==> src/rtl/qapm_pkg.sv <==
// ----------------------------------------------------------------------------
// qapm_pkg
// Shared widths, register indexes, gain/config structs and the motor clamp
// for the quadcopter attitude PID and motor mixer.
// ----------------------------------------------------------------------------
package qapm_pkg;

  localparam int TIME_W    = 32;
  localparam int THR_W     = 12;
  localparam int ANG_W     = 16;
  localparam int ERR_W     = 17;
  localparam int GAIN_W    = 24;
  localparam int PERIOD_W  = 16;
  localparam int PROD_W    = 42;  // 25-bit signed gain x 17-bit error
  localparam int INTEG_W   = 40;
  localparam int SUM_W     = 44;
  localparam int FRAC_W    = 20;
  localparam int PID_W     = 24;
  localparam int MIX_W     = 27;
  localparam int MOTOR_W   = 11;
  localparam int CFG_IDX_W = 3;

  // configuration register indexes
  localparam logic [CFG_IDX_W-1:0] REG_KP_RP  = 3'd0;
  localparam logic [CFG_IDX_W-1:0] REG_KI_RP  = 3'd1;
  localparam logic [CFG_IDX_W-1:0] REG_KD_RP  = 3'd2;
  localparam logic [CFG_IDX_W-1:0] REG_KP_YAW = 3'd3;
  localparam logic [CFG_IDX_W-1:0] REG_KI_YAW = 3'd4;
  localparam logic [CFG_IDX_W-1:0] REG_KD_YAW = 3'd5;
  localparam logic [CFG_IDX_W-1:0] REG_PERIOD = 3'd6;

  // register reset values
  localparam logic [GAIN_W-1:0]   KP_RESET     = 24'd144179;
  localparam logic [GAIN_W-1:0]   KI_RP_RESET  = 24'd721;
  localparam logic [GAIN_W-1:0]   KD_RESET     = 24'd1310720;
  localparam logic [GAIN_W-1:0]   KI_YAW_RESET = 24'd0;
  localparam logic [PERIOD_W-1:0] PERIOD_RESET = 16'd10;

  localparam logic [MOTOR_W-1:0] MOTOR_MIN    = 11'd1000;
  localparam logic [MOTOR_W-1:0] MOTOR_MAX    = 11'd2000;
  localparam logic [THR_W-1:0]   THROTTLE_ARM = 12'd1100;

  typedef struct packed {
    logic [GAIN_W-1:0] kp;
    logic [GAIN_W-1:0] ki;
    logic [GAIN_W-1:0] kd;
  } gains_t;

  typedef struct packed {
    gains_t              rp;
    gains_t              yaw;
    logic [PERIOD_W-1:0] period;
  } cfg_t;

  // clamp a mixed motor value to the pulse range, idle on low throttle
  function automatic logic [MOTOR_W-1:0] motor_clamp(input logic signed [MIX_W-1:0] v,
                                                     input logic low);
    logic [MOTOR_W-1:0] res;
    if (low) begin
      res = MOTOR_MIN;
    end else if (v < $signed({16'd0, MOTOR_MIN})) begin
      res = MOTOR_MIN;
    end else if (v > $signed({16'd0, MOTOR_MAX})) begin
      res = MOTOR_MAX;
    end else begin
      res = v[MOTOR_W-1:0];
    end
    return res;
  endfunction

endpackage

==> src/rtl/qapm_cfg_regs.sv <==
// ----------------------------------------------------------------------------
// qapm_cfg_regs
// Gain and sample period register bank, written through the config channel.
// ----------------------------------------------------------------------------
module qapm_cfg_regs (
  input  logic               clk,
  input  logic               rst_n,
  input  logic               wr_en,
  input  logic [qapm_pkg::CFG_IDX_W-1:0] wr_index,
  input  logic [qapm_pkg::GAIN_W-1:0]    wr_data,
  output qapm_pkg::cfg_t     cfg
);

  qapm_pkg::cfg_t cfg_r;

  // register write decode; unknown indexes are dropped
  always_ff @(posedge clk) begin
    if (!rst_n) begin
      cfg_r.rp.kp   <= qapm_pkg::KP_RESET;
      cfg_r.rp.ki   <= qapm_pkg::KI_RP_RESET;
      cfg_r.rp.kd   <= qapm_pkg::KD_RESET;
      cfg_r.yaw.kp  <= qapm_pkg::KP_RESET;
      cfg_r.yaw.ki  <= qapm_pkg::KI_YAW_RESET;
      cfg_r.yaw.kd  <= qapm_pkg::KD_RESET;
      cfg_r.period  <= qapm_pkg::PERIOD_RESET;
    end else if (wr_en) begin
      unique case (wr_index)
        qapm_pkg::REG_KP_RP:  cfg_r.rp.kp  <= wr_data;
        qapm_pkg::REG_KI_RP:  cfg_r.rp.ki  <= wr_data;
        qapm_pkg::REG_KD_RP:  cfg_r.rp.kd  <= wr_data;
        qapm_pkg::REG_KP_YAW: cfg_r.yaw.kp <= wr_data;
        qapm_pkg::REG_KI_YAW: cfg_r.yaw.ki <= wr_data;
        qapm_pkg::REG_KD_YAW: cfg_r.yaw.kd <= wr_data;
        qapm_pkg::REG_PERIOD: cfg_r.period <= wr_data[qapm_pkg::PERIOD_W-1:0];
        default: ;
      endcase
    end
  end

  assign cfg = cfg_r;

endmodule

==> config.mk <==
export PLATFORM = sky130hd
export DESIGN_NAME = qapm_cfg_regs
export DESIGN_NICKNAME = d
export VERILOG_FILES = /design/src/rtl/qapm_pkg.sv /design/src/rtl/qapm_cfg_regs.sv
export SDC_FILE = /design/constraint.sdc
export NUM_CORES = 1
export LEC_CHECK = 0
export BUFFER_PORTS_ARGS = -buffer_cell sky130_fd_sc_hd__buf_2
export CORE_ASPECT_RATIO = 0.8
export CORE_MARGIN = 2
export CORE_UTILIZATION = 45
export DETAILED_ROUTE_END_ITERATION = 12
export GPL_ROUTABILITY_DRIVEN = 0
export PLACE_DENSITY = 0.72
export SETUP_SLACK_MARGIN = 0.2
export SLEW_MARGIN = 20
export SYNTH_ARGS = -nofsm -noshare
export SYNTH_HDL_FRONTEND = slang
export SYNTH_SLANG_ARGS = --single-unit
==> constraint.sdc <==
create_clock -name clk -period 1.3 [get_ports clk]
set_input_delay 0 -clock clk [delete_from_list [all_inputs] [get_ports clk]]
set_output_delay 0 -clock clk [all_outputs]
set_load 0.01 [all_outputs]
==> flow_metrics.env <==
export IMPL_status="finished clean"
export IMPL_clkSlewWorstSetupHoldPaths_ps=60
export IMPL_numCtsBuffers=17
export IMPL_grt_pass1_wl_mm=25.6
export IMPL_drt_iter0_drc=249
export IMPL_fin_setup_tns_ps=0
export IMPL_fp_dieH_microns=107
export IMPL_htreeDepth=4
export IMPL_drc=0
export IMPL_slowest_delay_ps=360
export IMPL_crit_slowest_cell="dfxtp_1"
export IMPL_finalHoldViolCount=0
export IMPL_yosysTopAreaCell="dfxtp_1"
export IMPL_required_ps=1300
export IMPL_final_core_util=0.608
export IMPL_io_pins=190
export IMPL_layout_setup_ws_ps=381
export IMPL_slew_headroom=0.689
export IMPL_worst_pin_slew_ps=464
export IMPL_place_ws_ps=111
export IMPL_synth_seq_area_share=0.534
export IMPL_nets=804
export IMPL_maxCapViolCount=0
export IMPL_fp_coreArea_sq_um=13000
export IMPL_num_antenna_cells=0
export IMPL_synth_cells=575
export IMPL_hp_class="input port to flip-flop"
export IMPL_crit_chain="buf_2"
export IMPL_synth_cell_types=17
export IMPL_syn_cell_area_sq_um=6000
export IMPL_ys_ff_latch=160
export IMPL_cp_max_fo=2
export IMPL_post_drt_wl_per_cell_microns=17.2
export IMPL_synth_warnings=0
export IMPL_drt_vias_per_instance=4.90
export IMPL_place_inst=915
export IMPL_setup_violations_final=0
export IMPL_antenna_found_initial=0
export IMPL_finalCritPeriodShare=0.707
export IMPL_vdd_drop_max_mv=0.914
export IMPL_crit_path_end_kind="output pin"
export IMPL_fin_crit_ps=919
export IMPL_grt_max_degree=45
export IMPL_drive_gt1_frac=0.311
export IMPL_criticalPathCategory="flip-flop to output pin"
export IMPL_ff2ff_setup_slack_ps=640
export IMPL_final_cells=957
export IMPL_firstDrtPassIters=4
export IMPL_report_final_slew_viol_count=0
export IMPL_syn_nets=605
export IMPL_use_met2=0.362
export IMPL_clock_sinks=160
export IMPL_grtUsageTotal=0.233
export IMPL_root_buffer="clkbuf_16"
export IMPL_die_area_sq_um=14300
export IMPL_cp_top_family="flip-flops"
export IMPL_crit_path_start_kind="flip-flop"
export IMPL_rsz0062_at_grt="no"
export IMPL_final_area_sq_um=7880
export IMPL_crit_buf_inv=1
export IMPL_cts_tree="done"
export IMPL_fin_worst_skew_ps=0
export IMPL_rows=37
export IMPL_cts_buffer_depth=2
export IMPL_route_vias_total=4687
export IMPL_max_freq_mhz=1090
export IMPL_wirelength_mm=16.5
export IMPL_overflow=0
export IMPL_nFillCells=1096
export IMPL_avgSynthCellArea_sq_um=10.4
export IMPL_dp_hpwl_mm=11.7
export IMPL_initial_core_util=0.463
export IMPL_postRouteAntennaNets=0
export IMPL_place_area_sq_um=7200
export IMPL_synth_area_leaders="dfxtp_1 53%, mux2i_1 27%, nand2_1 9.7%"
export IMPL_grtUsageMet3=0.0678
export IMPL_top_usage_layer="met2"
export IMPL_synthToLayoutAreaGrowth_pct=31.2
export IMPL_p_per_area_nw_per_um2=1320
export IMPL_use_met1=0.314
export IMPL_crit_arrival_ps=920
export IMPL_port_buffers=189
export IMPL_leakagePower_nw=4.15
export IMPL_largest_register_ffs=160
export IMPL_clk_latency_ps=400
export IMPL_grt_pass1_vias=4773
export IMPL_die_w_microns=133
export IMPL_synth_top_area_frac=0.534
[through the flow]
stage,total power (W),hold slack (ps)
5_1_grt,0.0107,38.7
2_1_floorplan,0.00560,160
4_1_cts,0.0104,8.63
6_report,0.0104,30.5
3_5_place_dp,0.00592,280
3_3_place_gp,0.00589,280
[cells in the final DEF (no fill, tap or decap), types with 2 or more instances in the layout]
cell type / Yosys / routed
nand4b_1: 3 / 3
nand2_1: 155 / 155
clkbuf_16: 0 / 17
clkbuf_8: 0 / 2
dlygate4sd3_1: 0 / 15
buf_12: 1 / 5
buf_2: 15 / 188
dfxtp_1: 160 / 160
nand4bb_2: 0 / 2
clkinv_2: 0 / 4
nor2b_1: 43 / 43
mux2i_1: 160 / 160
buf_4: 3 / 17
[path summary, 6_finish.rpt]
kind | cells after the start | startpoint | end
hold / removal | 3 | rst_n | cfg[137]
setup / recovery | 1 | cfg[137] | cfg[137]
hold reg to reg | 2 | cfg[120] | cfg[120]
setup reg to reg | 2 | cfg[136] | cfg[136]
[per-layer routing]
metal	wire length, microns	vias up
met1	7840	2245
met3	986	18
met4	231	0
met2	7440	144
met5	0	-
li1	-	2280
[worst register-to-register path, cell delays in order (launching register included)]
cell and delay (ps):
dfxtp_1 310, nor2b_1 130, mux2i_1 90
[power breakdown]
group / leakage (nW) / internal [W] / total [W] / switching [W]
sequential: 1.30 / 0.00501 / 0.00507 / 0.0000563
combinational: 2.59 / 0.000327 / 0.000780 / 0.000452
clock: 0.259 / 0.00267 / 0.00452 / 0.00185
[what timing repair did]
action | 4_1_cts | 5_1_grt
hold buffers | 15 | 0
setup buffers | 0 | 0
gates resized for setup | 0 | 0
endpoints found under the hold margin | 45 | 0
[logic make-up (layout without fill, tap and decap cells)]
group / after synthesis / count (layout) / synth area share
flops: 160 / 160 / 0.534
buf+inv: 46 / 253 / 0.0392
mux: 160 / 160 / 0.267
simple gates: 209 / 209 / 0.160
[final cells by class]
cell class / instances / area, sq um / area share
Tap cell: 175 / 219 / 0.0278
Timing Repair Buffer: 226 / 1330 / 0.169
Multi-Input combinational cell: 369 / 2600 / 0.330
Clock inverter: 7 / 66.3 / 0.00842
Clock buffer: 20 / 457 / 0.0580
Sequential cell: 160 / 3200 / 0.407
[cell usage after synthesis]
cell type    n
buf_2       15
and4b_1      1
dfxtp_1    160
buf_12       1
clkbuf_2     1
clkbuf_1    23
buf_4        3
nor4bb_1     2
buf_1        1
or4b_4       1
buf_6        2
nand2_1    155
nor2b_1     43
mux2i_1    160
nand4bb_1    3
nor4b_1      1
nand4b_1     3
No activity file was read; power rests on OpenSTA's default activity.
