### src/rtl/qapm_pkg.sv
// ----------------------------------------------------------------------------
// qapm_pkg
// Shared widths, register indexes, gain/config structs and the motor clamp
// for the quadcopter attitude PID and motor mixer.
// ----------------------------------------------------------------------------
package qapm_pkg;

  localparam int TIME_W    = 32;
  localparam int THR_W     = 12;
  localparam int ANG_W     = 16;
  localparam int ERR_W     = 17;
  localparam int GAIN_W    = 24;
  localparam int PERIOD_W  = 16;
  localparam int PROD_W    = 42;  // 25-bit signed gain x 17-bit error
  localparam int INTEG_W   = 40;
  localparam int SUM_W     = 44;
  localparam int FRAC_W    = 20;
  localparam int PID_W     = 24;
  localparam int MIX_W     = 27;
  localparam int MOTOR_W   = 11;
  localparam int CFG_IDX_W = 3;

  // configuration register indexes
  localparam logic [CFG_IDX_W-1:0] REG_KP_RP  = 3'd0;
  localparam logic [CFG_IDX_W-1:0] REG_KI_RP  = 3'd1;
  localparam logic [CFG_IDX_W-1:0] REG_KD_RP  = 3'd2;
  localparam logic [CFG_IDX_W-1:0] REG_KP_YAW = 3'd3;
  localparam logic [CFG_IDX_W-1:0] REG_KI_YAW = 3'd4;
  localparam logic [CFG_IDX_W-1:0] REG_KD_YAW = 3'd5;
  localparam logic [CFG_IDX_W-1:0] REG_PERIOD = 3'd6;

  // register reset values
  localparam logic [GAIN_W-1:0]   KP_RESET     = 24'd144179;
  localparam logic [GAIN_W-1:0]   KI_RP_RESET  = 24'd721;
  localparam logic [GAIN_W-1:0]   KD_RESET     = 24'd1310720;
  localparam logic [GAIN_W-1:0]   KI_YAW_RESET = 24'd0;
  localparam logic [PERIOD_W-1:0] PERIOD_RESET = 16'd10;

  localparam logic [MOTOR_W-1:0] MOTOR_MIN    = 11'd1000;
  localparam logic [MOTOR_W-1:0] MOTOR_MAX    = 11'd2000;
  localparam logic [THR_W-1:0]   THROTTLE_ARM = 12'd1100;

  typedef struct packed {
    logic [GAIN_W-1:0] kp;
    logic [GAIN_W-1:0] ki;
    logic [GAIN_W-1:0] kd;
  } gains_t;

  typedef struct packed {
    gains_t              rp;
    gains_t              yaw;
    logic [PERIOD_W-1:0] period;
  } cfg_t;

  // clamp a mixed motor value to the pulse range, idle on low throttle
  function automatic logic [MOTOR_W-1:0] motor_clamp(input logic signed [MIX_W-1:0] v,
                                                     input logic low);
    logic [MOTOR_W-1:0] res;
    if (low) begin
      res = MOTOR_MIN;
    end else if (v < $signed({16'd0, MOTOR_MIN})) begin
      res = MOTOR_MIN;
    end else if (v > $signed({16'd0, MOTOR_MAX})) begin
      res = MOTOR_MAX;
    end else begin
      res = v[MOTOR_W-1:0];
    end
    return res;
  endfunction

endpackage

### src/rtl/qapm_mixer.sv
// ----------------------------------------------------------------------------
// qapm_mixer
// X-frame motor mixer with low-throttle cutoff and pulse range clamp,
// feeding the result register.
// ----------------------------------------------------------------------------
module qapm_mixer (
  input  logic                               clk,
  input  logic                               load,
  input  logic [qapm_pkg::THR_W-1:0]         throttle,
  input  logic                               updated,
  input  logic signed [qapm_pkg::PID_W-1:0]  pid_pitch,
  input  logic signed [qapm_pkg::PID_W-1:0]  pid_roll,
  input  logic signed [qapm_pkg::PID_W-1:0]  pid_yaw,
  output logic [qapm_pkg::MOTOR_W-1:0]       motor_one,
  output logic [qapm_pkg::MOTOR_W-1:0]       motor_two,
  output logic [qapm_pkg::MOTOR_W-1:0]       motor_three,
  output logic [qapm_pkg::MOTOR_W-1:0]       motor_four,
  output logic                               control_updated
);

  localparam int MW = qapm_pkg::MIX_W;

  logic signed [MW-1:0] thr, op, orl, oy, vel_a, vel_b;
  logic                 low;
  logic [qapm_pkg::MOTOR_W-1:0] m1_r, m2_r, m3_r, m4_r;
  logic                         upd_r;

  // base plus/minus yaw, then pitch or roll
  assign thr   = $signed(MW'(throttle));
  assign op    = MW'(pid_pitch);
  assign orl   = MW'(pid_roll);
  assign oy    = MW'(pid_yaw);
  assign vel_a = thr + oy;
  assign vel_b = thr - oy;
  assign low   = throttle < qapm_pkg::THROTTLE_ARM;

  always_ff @(posedge clk) begin
    if (load) begin
      m1_r  <= qapm_pkg::motor_clamp(vel_a - op, low);
      m2_r  <= qapm_pkg::motor_clamp(vel_b - orl, low);
      m3_r  <= qapm_pkg::motor_clamp(vel_a + op, low);
      m4_r  <= qapm_pkg::motor_clamp(vel_b + orl, low);
      upd_r <= updated;
    end
  end

  assign motor_one       = m1_r;
  assign motor_two       = m2_r;
  assign motor_three     = m3_r;
  assign motor_four      = m4_r;
  assign control_updated = upd_r;

endmodule
### config.mk
export PLATFORM = sky130hd
export DESIGN_NAME = qapm_mixer
export DESIGN_NICKNAME = d
export VERILOG_FILES = /design/src/rtl/qapm_pkg.sv /design/src/rtl/qapm_mixer.sv
export SDC_FILE = /design/constraint.sdc
export NUM_CORES = 1
export LEC_CHECK = 0
export ABC_AREA = 1
export BUFFER_PORTS_ARGS = -buffer_cell sky130_fd_sc_hd__buf_2
export CAP_MARGIN = 20
export CELL_PAD_IN_SITES_DETAIL_PLACEMENT = 1
export CELL_PAD_IN_SITES_GLOBAL_PLACEMENT = 1
export CORE_ASPECT_RATIO = 0.75
export CORE_UTILIZATION = 25
export CTS_CLUSTER_DIAMETER = 100
export CTS_CLUSTER_SIZE = 30
export DETAILED_ROUTE_END_ITERATION = 8
export PLACE_DENSITY_LB_ADDON = 0.1
export SLEW_MARGIN = 25
export SYNTH_ARGS = -nofsm -noshare
export SYNTH_HDL_FRONTEND = slang
export SYNTH_SLANG_ARGS = --single-unit
export TNS_END_PERCENT = 100
### constraint.sdc
create_clock -name clk -period 4.02 [get_ports clk]
set_input_delay 0.603 -clock clk [delete_from_list [all_inputs] [get_ports clk]]
set_output_delay 0.603 -clock clk [all_outputs]
set_load 0.05 [all_outputs]
==> summary.md <==
| Metric | Value |
|---|---|
| Synth Area in Adders | `14.8%` |
| Cell Pwr Density | `323 nW/µm²` |
| Largest family of logic cells by synthesized area | `simple AND/OR/NAND/NOR gates` |
| Critical path's slowest cell | `fa_2` |
| Nets | `2,896` |
| Cells after synthesis | `between 2,000 and 2,500` |
| Detailed Place HPWL | `48,700 µm` |
| Chip width | `about 250 µm` |
| Worst-path clk slew | `60 ps` |
| Share of layout cells above drive strength 1 | `a little under half` |
| Core Area | `between 40,000 and 50,000 µm²` |
| Initial Util | `between 20% and 30%` |
| Tcrit/Tclk final | `115%` |
| Placed cell count | `3,200` |
| CTS tree | `yes` |
| Final wirelength | `approximately 57,000 µm` |
| HP Class | `input pin to register` |
| Multiplexer share of the synthesized area | `0%` |
| RSZ-0062 raised after global routing | `true` |
| Antenna cells | `0` |
| Hold_sp | `updated` |
| Syn-to-layout area delta | `72.9%` |
| Top cell by count, worst path | `nand2_2` |
| Vias per Instance | `4.66` |
| First-pass GRT wire length | `85,600 µm` |
| Max Fclk | `between 0.2 and 0.25 GHz` |
| CTS Sinks | `between 40 and 50` |
| Drt pass-1 iters | `5` |
| Synth Register Bits | `45` |
| Vias in the first global route | `roughly 15,000` |
| Mean post-synth cell area | `about 5.6 µm²` |
| Asr flop ratio synth | `0%` |
| Sequential power share | `9.3%` |
| Most frequent cells in the layout | `nand2_1, buf_4, inv_1` |
| Combinational Power Share | `84.3%` |
| Crit Path Category | `input pin to register` |
| I/O Pins | `132` |
| Crit-path max FO | `5` |
| XOR/XNOR share of the synthesized area | `under 10%` |
| Most used DFF post-synth | `edfxtp_1` |
| Starting DRT DRC Count | `slightly above 700` |
| Site Rows | `67` |
| Hold Slack | `490 ps` |
| Max Slew Vio Count | `0` |
| GRT overflow | `0` |
| Post-synth EDFFs | `45` |
| IO Port Bufs | `131` |
| Violated checks | `setup timing` |
| Synth Area in Simple Gates | `43.8%` |
| Synth Warn # | `0` |
| CP Capture Type | `register` |
| Post-synthesis sequential area ratio | `11.9%` |
| Post-route ant nets | `0` |
| GRT Total Usage | `23.6%` |
| Run status | `finished, violations left` |
| Fin crit period | `4610 ps` |
| WL met2 | `approximately 23,000 µm` |
| Netlist cell types | `45` |
| CP Launch Type | `input pin` |
| Compound-Gate Fraction of Synth Area | `about a tenth` |
| Via Count | `around 15,000` |
| Lkg Pwr | `0.0102 µW` |
| CP peak stage delay | `330 ps` |
| Num CTS Buffers | `5` |
| Routability cong. | `0.897` |
| Net Sw Frac | `between 50% and 60%` |
| Number of setup violations in the final report | `44` |
| CP arrival | `4770 ps` |
| Net Count, Synth | `2,260` |
| Number of fillers in the final layout | `5,807` |
| Die area | `~46,000 µm²` |
| CTS Root Cell | `clkbuf_16` |
| Uppermost routed layer | `met4` |
| Final Non-Filler Cells | `3,265` |
| Initial antenna violation count | `0` |
| Mapped cell area | `approximately 11,000 µm²` |
| Max-slew headroom | `around half` |
| Post-route DRC violation count | `0` |
| Maxcap violations | `0` |
| Largest net degree at the start of global routing | `46` |
| Critical Path Start | `throttle[0]` |
| Clock H-tree levels | `2` |
| CTS max path bufs | `2` |
| Final hold violations | `0` |
| Routed WL per cell | `17.4 µm` |
| Die Y | `187 µm` |
| DRT met1 WL | `30,800 µm` |
| Met3 WL | `2140 µm` |
| CP required | `4170 ps` |
| Slew @ Worst Pin | `750 ps` |
| Max VDD drop | `around 0.00015 V` |
| Final worst slack | `-593 ps` |
| Clock power frac | `6.4%` |
| Internal | `3050 µW` |
| Sw Pwr | `~3300 µW` |
| Most common cell after layout, fill and taps aside | `nand2_1` |
-- cell type report --
| type | count | area, µm² | share of cell area [%] |
|---|---|---|---|
| timing repair buffer | 660 | 4820 | 24.5 |
| multi-input combinational | 1567 | 11100 | 56.3 |
| sequential | 45 | 1350 | 6.86 |
| tap | 586 | 733 | 3.72 |
| inverter | 399 | 1560 | 7.91 |
| clock buffer | 8 | 136 | 0.693 |
-- sequential cells by signal, summed over array words and instances (netlist names) --
name             cells
motor_two           11
control_updated      1
motor_four          11
motor_one           11
motor_three         11
-- final timing paths --
| kind | cells past startpoint | slack, ps | end |
|---|---|---|---|
| max | 31 | -590 | motor_three[2]$_SDFFCE_PP0P_ |
| min | 1 | 490 | control_updated$_DFFE_PP_ |
-- worst max-delay path, delay by kind of cell --
kind	cells	cell delay [ps]
XOR/XNOR	1	210
AO/OA/AOI/OAI	3	510
adder cells (fa/ha/maj)	3	720
AND/OR/NAND/NOR	17	1910
buffers and inverters	7	770
-- power by group through the flow --
| stage | sequential [µW] | clock [µW] | combinational (µW) |
|---|---|---|---|
| finish | 592 | 409 | 5360 |
| global placement | 602 | 0 | 4420 |
| floorplan | 779 | 0 | 2150 |
| global route | 597 | 441 | 5810 |
| CTS | 594 | 424 | 4900 |
| detailed placement | 604 | 0 | 4500 |
-- cell families after synthesis --
| logic type | Yosys count |
|---|---|
| simple gates | 1169 |
| buf+inv | 431 |
| compound gates | 210 |
| fa+ha+maj | 131 |
| xor+xnor | 56 |
| flops | 45 |
-- through the flow --
stage               setup TNS (ps)  power (µW)  area, µm²  utilization [%]  setup slack, ps
floorplan                    -3240        2920      11600                -             -143
global placement            -50340        5020      16400             36.6            -1370
detailed placement          -52980        5110      16400             36.6            -1340
CTS                         -17380        5920      18100             40.5             -471
global route                -31320        6850      19700             44.0             -813
finish                      -21330        6360      19700             44.0             -593
-- cell usage after synthesis (5+ instances only) --
| cell type | n | area share (%) |
|---|---|---|
| o21ai_0 | 43 | 1.9 |
| nand2_1 | 660 | 22 |
| nor2_2 | 26 | 1.4 |
| buf_2 | 13 | 0.57 |
| nand3_1 | 160 | 7.0 |
| o21bai_1 | 11 | 0.73 |
| nand2_2 | 7 | 0.38 |
| nor2_4 | 7 | 0.69 |
| edfxtp_1 | 45 | 12 |
| ha_1 | 125 | 14 |
| buf_4 | 7 | 0.46 |
| nand3_2 | 7 | 0.62 |
| nand4_1 | 48 | 2.6 |
| xnor2_1 | 5 | 0.38 |
| a21oi_1 | 115 | 5.1 |
| fa_1 | 6 | 1.1 |
| a21oi_2 | 10 | 0.77 |
| o21ai_1 | 9 | 0.40 |
| nor2_1 | 222 | 7.3 |
| nor3_1 | 12 | 0.53 |
| clkbuf_1 | 9 | 0.30 |
| xor2_1 | 50 | 3.8 |
| inv_1 | 379 | 12 |
| inv_2 | 19 | 0.63 |
| nor4_1 | 5 | 0.27 |
-- timing repair --
| action | 4_1_cts | 5_1_grt |
|---|---|---|
| hold buffers | 0 | 0 |
| gates cloned | 1 | 0 |
| pin swaps | 141 | 176 |
| gates resized for setup | 324 | 343 |
| setup endpoints to repair | 44 | 44 |
| setup buffers | 27 | 32 |
-- routing by layer --
| layer | up-vias | GRT usage [%] |
|---|---|---|
| met3 | 22 | 1.42 |
| met2 | 270 | 34.7 |
| met4 | 0 | 3.39 |
| met5 | - | 0 |
| li1 | 7665 | - |
| met1 | 7242 | 37.5 |
No activity file was read; power rests on OpenSTA's default activity.
