[src/rtl/qapm_pkg.sv]
// ----------------------------------------------------------------------------
// qapm_pkg
// Shared widths, register indexes, gain/config structs and the motor clamp
// for the quadcopter attitude PID and motor mixer.
// ----------------------------------------------------------------------------
package qapm_pkg;

  localparam int TIME_W    = 32;
  localparam int THR_W     = 12;
  localparam int ANG_W     = 16;
  localparam int ERR_W     = 17;
  localparam int GAIN_W    = 24;
  localparam int PERIOD_W  = 16;
  localparam int PROD_W    = 42;  // 25-bit signed gain x 17-bit error
  localparam int INTEG_W   = 40;
  localparam int SUM_W     = 44;
  localparam int FRAC_W    = 20;
  localparam int PID_W     = 24;
  localparam int MIX_W     = 27;
  localparam int MOTOR_W   = 11;
  localparam int CFG_IDX_W = 3;

  // configuration register indexes
  localparam logic [CFG_IDX_W-1:0] REG_KP_RP  = 3'd0;
  localparam logic [CFG_IDX_W-1:0] REG_KI_RP  = 3'd1;
  localparam logic [CFG_IDX_W-1:0] REG_KD_RP  = 3'd2;
  localparam logic [CFG_IDX_W-1:0] REG_KP_YAW = 3'd3;
  localparam logic [CFG_IDX_W-1:0] REG_KI_YAW = 3'd4;
  localparam logic [CFG_IDX_W-1:0] REG_KD_YAW = 3'd5;
  localparam logic [CFG_IDX_W-1:0] REG_PERIOD = 3'd6;

  // register reset values
  localparam logic [GAIN_W-1:0]   KP_RESET     = 24'd144179;
  localparam logic [GAIN_W-1:0]   KI_RP_RESET  = 24'd721;
  localparam logic [GAIN_W-1:0]   KD_RESET     = 24'd1310720;
  localparam logic [GAIN_W-1:0]   KI_YAW_RESET = 24'd0;
  localparam logic [PERIOD_W-1:0] PERIOD_RESET = 16'd10;

  localparam logic [MOTOR_W-1:0] MOTOR_MIN    = 11'd1000;
  localparam logic [MOTOR_W-1:0] MOTOR_MAX    = 11'd2000;
  localparam logic [THR_W-1:0]   THROTTLE_ARM = 12'd1100;

  typedef struct packed {
    logic [GAIN_W-1:0] kp;
    logic [GAIN_W-1:0] ki;
    logic [GAIN_W-1:0] kd;
  } gains_t;

  typedef struct packed {
    gains_t              rp;
    gains_t              yaw;
    logic [PERIOD_W-1:0] period;
  } cfg_t;

  // clamp a mixed motor value to the pulse range, idle on low throttle
  function automatic logic [MOTOR_W-1:0] motor_clamp(input logic signed [MIX_W-1:0] v,
                                                     input logic low);
    logic [MOTOR_W-1:0] res;
    if (low) begin
      res = MOTOR_MIN;
    end else if (v < $signed({16'd0, MOTOR_MIN})) begin
      res = MOTOR_MIN;
    end else if (v > $signed({16'd0, MOTOR_MAX})) begin
      res = MOTOR_MAX;
    end else begin
      res = v[MOTOR_W-1:0];
    end
    return res;
  endfunction

endpackage

[src/rtl/qapm_axis_pid.sv]
// ----------------------------------------------------------------------------
// qapm_axis_pid
// One PID axis: error and gain products in a product stage, then integrator,
// derivative, truncation and saturation in the update stage.
// ----------------------------------------------------------------------------
module qapm_axis_pid (
  input  logic                               clk,
  input  logic                               rst_n,
  input  logic                               load_prod,
  input  logic                               commit,
  input  qapm_pkg::gains_t                   gains,
  input  logic signed [qapm_pkg::ANG_W-1:0]  setpoint,
  input  logic signed [qapm_pkg::ANG_W-1:0]  angle,
  output logic signed [qapm_pkg::PID_W-1:0]  pid_out
);

  localparam int IW = qapm_pkg::INTEG_W;
  localparam int SW = qapm_pkg::SUM_W;
  localparam int PW = qapm_pkg::PID_W;
  localparam int FW = qapm_pkg::FRAC_W;

  logic signed [qapm_pkg::ERR_W-1:0]  err;
  logic signed [qapm_pkg::PROD_W-1:0] kp_e, ki_e, kd_e, kdl_prod;

  logic signed [qapm_pkg::ERR_W-1:0]  err_r;
  logic signed [qapm_pkg::PROD_W-1:0] kp_e_r, ki_e_r, kd_e_r;

  logic signed [IW-1:0]               integ_r, integ_nxt;
  logic signed [qapm_pkg::ERR_W-1:0]  last_err_r;
  logic signed [qapm_pkg::PROD_W-1:0] kdl_r, kdl_nxt;
  logic signed [PW-1:0]               pid_r, pid_nxt;

  logic signed [IW+2:0]               integ_sum;
  logic signed [SW-1:0]               pid_sum, pid_bias, pid_shift;

  // product stage: error and the three gain products
  assign err  = {setpoint[qapm_pkg::ANG_W-1], setpoint} - {angle[qapm_pkg::ANG_W-1], angle};
  assign kp_e = $signed({1'b0, gains.kp}) * err;
  assign ki_e = $signed({1'b0, gains.ki}) * err;
  assign kd_e = $signed({1'b0, gains.kd}) * err;

  always_ff @(posedge clk) begin
    if (load_prod) begin
      err_r  <= err;
      kp_e_r <= kp_e;
      ki_e_r <= ki_e;
      kd_e_r <= kd_e;
    end
  end

  // kd times the previous error, kept current against the live gain
  assign kdl_prod = $signed({1'b0, gains.kd}) * last_err_r;
  assign kdl_nxt  = commit ? kd_e_r : kdl_prod;

  // integrator with saturation at 40 bits
  always_comb begin
    integ_sum = (IW+3)'(integ_r) + (IW+3)'(ki_e_r);
    if (integ_sum[IW+2:IW-1] == {4{integ_sum[IW+2]}}) begin
      integ_nxt = integ_sum[IW-1:0];
    end else if (integ_sum[IW+2]) begin
      integ_nxt = {1'b1, {(IW-1){1'b0}}};
    end else begin
      integ_nxt = {1'b0, {(IW-1){1'b1}}};
    end
  end

  // P + I - D, truncated toward zero to whole microseconds, saturated
  always_comb begin
    pid_sum   = SW'(kp_e_r) + SW'(integ_nxt) - SW'(kd_e_r) + SW'(kdl_r);
    pid_bias  = pid_sum[SW-1] ? SW'((64'd1 << FW) - 64'd1) : '0;
    pid_shift = (pid_sum + pid_bias) >>> FW;
    if (pid_shift[SW-1:PW-1] == {(SW-PW+1){pid_shift[SW-1]}}) begin
      pid_nxt = pid_shift[PW-1:0];
    end else if (pid_shift[SW-1]) begin
      pid_nxt = {1'b1, {(PW-1){1'b0}}};
    end else begin
      pid_nxt = {1'b0, {(PW-1){1'b1}}};
    end
  end

  // axis state
  always_ff @(posedge clk) begin
    if (!rst_n) begin
      integ_r    <= '0;
      last_err_r <= '0;
      kdl_r      <= '0;
      pid_r      <= '0;
    end else begin
      kdl_r <= kdl_nxt;
      if (commit) begin
        integ_r    <= integ_nxt;
        last_err_r <= err_r;
        pid_r      <= pid_nxt;
      end
    end
  end

  assign pid_out = pid_r;

endmodule

[config.mk]
export PLATFORM = sky130hd
export DESIGN_NAME = qapm_axis_pid
export DESIGN_NICKNAME = d
export VERILOG_FILES = /design/src/rtl/qapm_pkg.sv /design/src/rtl/qapm_axis_pid.sv
export SDC_FILE = /design/constraint.sdc
export NUM_CORES = 2
export LEC_CHECK = 0
export ABC_AREA = 1
export BUFFER_PORTS_ARGS = -buffer_cell sky130_fd_sc_hd__buf_2
export CELL_PAD_IN_SITES_DETAIL_PLACEMENT = 0
export CELL_PAD_IN_SITES_GLOBAL_PLACEMENT = 1
export CORE_MARGIN = 2
export CORE_UTILIZATION = 51
export CTS_CLUSTER_DIAMETER = 120
export DETAILED_ROUTE_END_ITERATION = 10
export HOLD_SLACK_MARGIN = 0.12
export PLACE_DENSITY_LB_ADDON = 0.1
export REMOVE_ABC_BUFFERS = 1
export SLEW_MARGIN = 10
export SYNTH_ARGS = -nofsm -noshare
export SYNTH_HDL_FRONTEND = slang
export SYNTH_SLANG_ARGS = --single-unit
[constraint.sdc]
create_clock -name clk -period 9.7 [get_ports clk]
set_input_delay 0.485 -clock clk [delete_from_list [all_inputs] [get_ports clk]]
set_output_delay 0.485 -clock clk [all_outputs]
set_load 0.01 [all_outputs]
==> results by group <==
Critical path
  • Slowest stage delay, CP: 0.56 ns
  • Required time at the worst-slack endpoint: 10.22 ns
  • Critical path class: flip-flop to flip-flop
  • Slowest library cell on the worst path: sky130_fd_sc_hd__a21oi_1
  • Top cell by count, worst path: sky130_fd_sc_hd__nand2_1
  • Startpoint of the most critical register-to-register path: ki_e_r[0]
  • Arrival @ worst endpoint: 9.38 ns
  • First element of the critical path: ki_e_r[0]
  • CP max FO: 17
  • Setup slack on the worst flop-to-flop path: 0.84 ns
  • Cell count of the worst reg-to-reg path: 40
  • Critical Path Start Type: flip-flop
  • End of the worst register-to-register path: pid_out[9]
  • Setup crit end kind: flip-flop

Clocking
  • Deepest level of the CTS H-tree: 1
  • Clock root buffer: sky130_fd_sc_hd__clkbuf_16
  • Post-CTS repair timing setup buffer count: 0
  • Gates resized, CTS repair: 0
  • TritonCTS Buffers: 31
  • Worst skew pair latency: 0.64 ns
  • Clock sink count: 266
  • CTS tree: done
  • Hold buffer count at CTS: 0
  • Clock-pin slew reported for the worst setup and hold paths after clock tree synthesis: 0.06 ns
  • Maximum buffer depth of the clock tree: 3

Min path
  • Instance count along the most critical hold path: 4
  • Worst hold start: commit
  • End point of the worst hold path: integ_r[1]
  • Class of the tightest hold or removal check: input port to flip-flop

Timing
  • Final setup viols: 0
  • Minimum clock period: 8.86 ns
  • Setup total negative slack: 0 ns
  • Worst slew margin relative to its limit: 27.4%
  • F_max: 0.113 GHz
  • Worst-margin pin slew: 1.08 ns
  • Max Clock Skew: 0.0281 ns
  • Worst Hold Slack: 0.326 ns
  • Number of max-slew violations in the final report: 0
  • Post-route clock period utilization: 91.3%
  • RSZ-0062 raised after global routing: no
  • Hold violation total from the final report: 0

Layout
  • Area growth syn-to-layout: 6.03%
  • Non-filler cells, final: 11089
  • Fraction of final layout cells with drive strength greater than 1: 4.98%
  • Design Area, Final: 76500 µm²
  • Post-layout nets: 11354

Logic synthesis
  • Synth async-reset ratio: 0%
  • Top-area cell type share of the netlist area: 38.9%
  • Top cells by instance count after synthesis: sky130_fd_sc_hd__inv_1 (2284), sky130_fd_sc_hd__nand2_1 (1955), sky130_fd_sc_hd__fa_1 (1403)
  • Top cells by area in the synthesized netlist: sky130_fd_sc_hd__fa_1 (39%), sky130_fd_sc_hd__inv_1 (12%), sky130_fd_sc_hd__ha_1 (12%), sky130_fd_sc_hd__nand2_1 (10%), sky130_fd_sc_hd__edfxtp_1 (6.0%)
  • Number of enable-type register cells in the synthesized netlist: 143
  • Instance count of the mapped netlist: 9166
  • Synth warn: 0
  • Syn_area_per_cell: 7.87 µm²
  • Cell type with the highest aggregate area in the netlist: sky130_fd_sc_hd__fa_1
  • Number of flip-flops and latches in the synthesized netlist: 266
  • Post-synth top flop: sky130_fd_sc_hd__edfxtp_1
  • Synth Cell Area: 72100 µm²
  • Seq/Total Area, Yosys: 9.36%
  • Cell with the most instances after synthesis: sky130_fd_sc_hd__inv_1
  • Post-synth cell types: 57

Route
  • First drt pass iteration count: 6
  • Number of design rule violations left after detail routing: 0
  • Via count: 59278
  • Drt wl/cell: 21.8 µm
  • Number of DRC violations after detailed-routing iteration 0: 4898
  • DRT antenna net count: 0
  • Routed WL: 242 mm
  • Number of vias per cell: 5.35

Die
  • Overall die height: 380 µm
  • Area enclosed by the die boundary: 144000 µm²
  • Effective utilization at floorplan: 51.1%
  • Core box area: 141000 µm²
  • Width of the chip: 380 µm
  • Num ports: 132
  • Number of placement rows: 138

GRT
  • Antenna violations before repair: 8
  • Wire length of the first global-routing pass: 372 mm
  • Pin count of the biggest net entering global routing: 80
  • Total grt overflow: 0
  • Total GRT Usage: 34.0%
  • Number of global-route vias before repair: 61006

Outcome
  • Run status: complete, no violations

Placement
  • Cell count after placement: 11022
  • Routability congestion estimate from global placement: 0.949
  • Input/output buffers: 131
  • Detailed placer's ending HPWL: 200 mm
  • Post-DP Area: 75400 µm²

Flow run
  • Max-cap violations: 0
==> layout by cell type, fill, tap and decap left out, types with 11 or more instances in the layout <==
master | Yosys | final
sky130_fd_sc_hd__inv_1 | 2284 | 2275
sky130_fd_sc_hd__nand2_1 | 1955 | 1953
sky130_fd_sc_hd__fa_1 | 1403 | 1402
sky130_fd_sc_hd__nor2_1 | 853 | 852
sky130_fd_sc_hd__ha_1 | 678 | 677
sky130_fd_sc_hd__a21oi_1 | 387 | 387
sky130_fd_sc_hd__o21ai_0 | 277 | 277
sky130_fd_sc_hd__nand3_1 | 163 | 163
sky130_fd_sc_hd__buf_4 | 0 | 160
sky130_fd_sc_hd__edfxtp_1 | 143 | 143
sky130_fd_sc_hd__buf_2 | 13 | 129
sky130_fd_sc_hd__dfxtp_1 | 123 | 122
sky130_fd_sc_hd__xor2_1 | 120 | 119
sky130_fd_sc_hd__xnor2_1 | 92 | 92
sky130_fd_sc_hd__nor3_1 | 31 | 31
sky130_fd_sc_hd__clkbuf_16 | 0 | 31
sky130_fd_sc_hd__nand4_1 | 30 | 30
sky130_fd_sc_hd__a21o_1 | 26 | 26
sky130_fd_sc_hd__inv_2 | 15 | 23
sky130_fd_sc_hd__a31oi_1 | 22 | 22
sky130_fd_sc_hd__nand2_2 | 19 | 21
sky130_fd_sc_hd__o21ai_1 | 20 | 20
sky130_fd_sc_hd__nor4_1 | 19 | 19
sky130_fd_sc_hd__o21a_1 | 19 | 19
sky130_fd_sc_hd__o21bai_1 | 16 | 16
sky130_fd_sc_hd__nor2_2 | 14 | 14
sky130_fd_sc_hd__o211ai_1 | 12 | 12
sky130_fd_sc_hd__or2_2 | 12 | 12
sky130_fd_sc_hd__buf_12 | 0 | 11
==> layout make-up <==
class,instances,area (µm²)
fill,13966,64600
clock buffer,37,798
multi-input combinational,6256,55500
sequential,266,6760
inverter,2308,8660
timing repair buffer,302,2090
tap,1890,2360
clock inverter,21,323
antenna,9,22.5
==> cells by family (layout without fill, tap and decap cells) <==
logic type,after synthesis,in the layout,share of synthesized area (%)
adders and majority gates,2081,2081,50.7
and+or+nand+nor,3132,3132,17.2
AOI/OAI and AO/OA,827,827,6.25
xor gates and xnor gates,216,216,2.66
other,0,9,0
DFF,266,266,9.36
buffers and inverters,2644,2668,13.8
==> worst max-delay path, delay by kind of cell (launching register included) <==
| family | cells | cell delay (ns) |
|---|---|---|
| simple gates | 18 | 2.55 |
| xor+xnor | 1 | 0.42 |
| fa+ha+maj | 6 | 2.33 |
| flops | 1 | 0.37 |
| buf+inv | 7 | 0.90 |
| compound gates | 8 | 2.16 |
==> per-stage QoR <==
step	setup slack (ns)	utilization [%]
2_1_floorplan	0.768	-
3_3_place_gp	0.917	53.4
3_5_place_dp	0.773	53.4
4_1_cts	0.924	54.2
5_1_grt	0.505	54.2
6_report	0.841	54.2
==> layer usage <==
metal / up-vias / routed length [µm] / global-route usage (%)
li1: 27072 / - / -
met1: 29680 / 105000 / 48.1
met2: 2194 / 112000 / 55.0
met3: 332 / 18200 / 4.44
met4: 0 / 7490 / 9.65
met5: - / 0 / 0
==> flip-flops by register name, summed over array words and instances, names as in the netlist <==
name        flops
err_r          17
integ_r        40
kd_e_r         42
kdl_r          42
ki_e_r         42
kp_e_r         42
last_err_r     17
pid_out        24
==> worst max path at each step <==
| stage | endpoint | slack (ns) |
|---|---|---|
| floorplan | kd_e_r[41] | 0.77 |
| global placement | kp_e_r[39] | 0.92 |
| detailed placement | kp_e_r[39] | 0.77 |
| CTS | pid_out[9] | 0.92 |
| global route | pid_out[17] | 0.50 |
| finish | pid_out[9] | 0.84 |
Power is left out: the tool's default activity adds up to more than one toggle a clock period on the data nets, which glitch-free logic cannot reach.
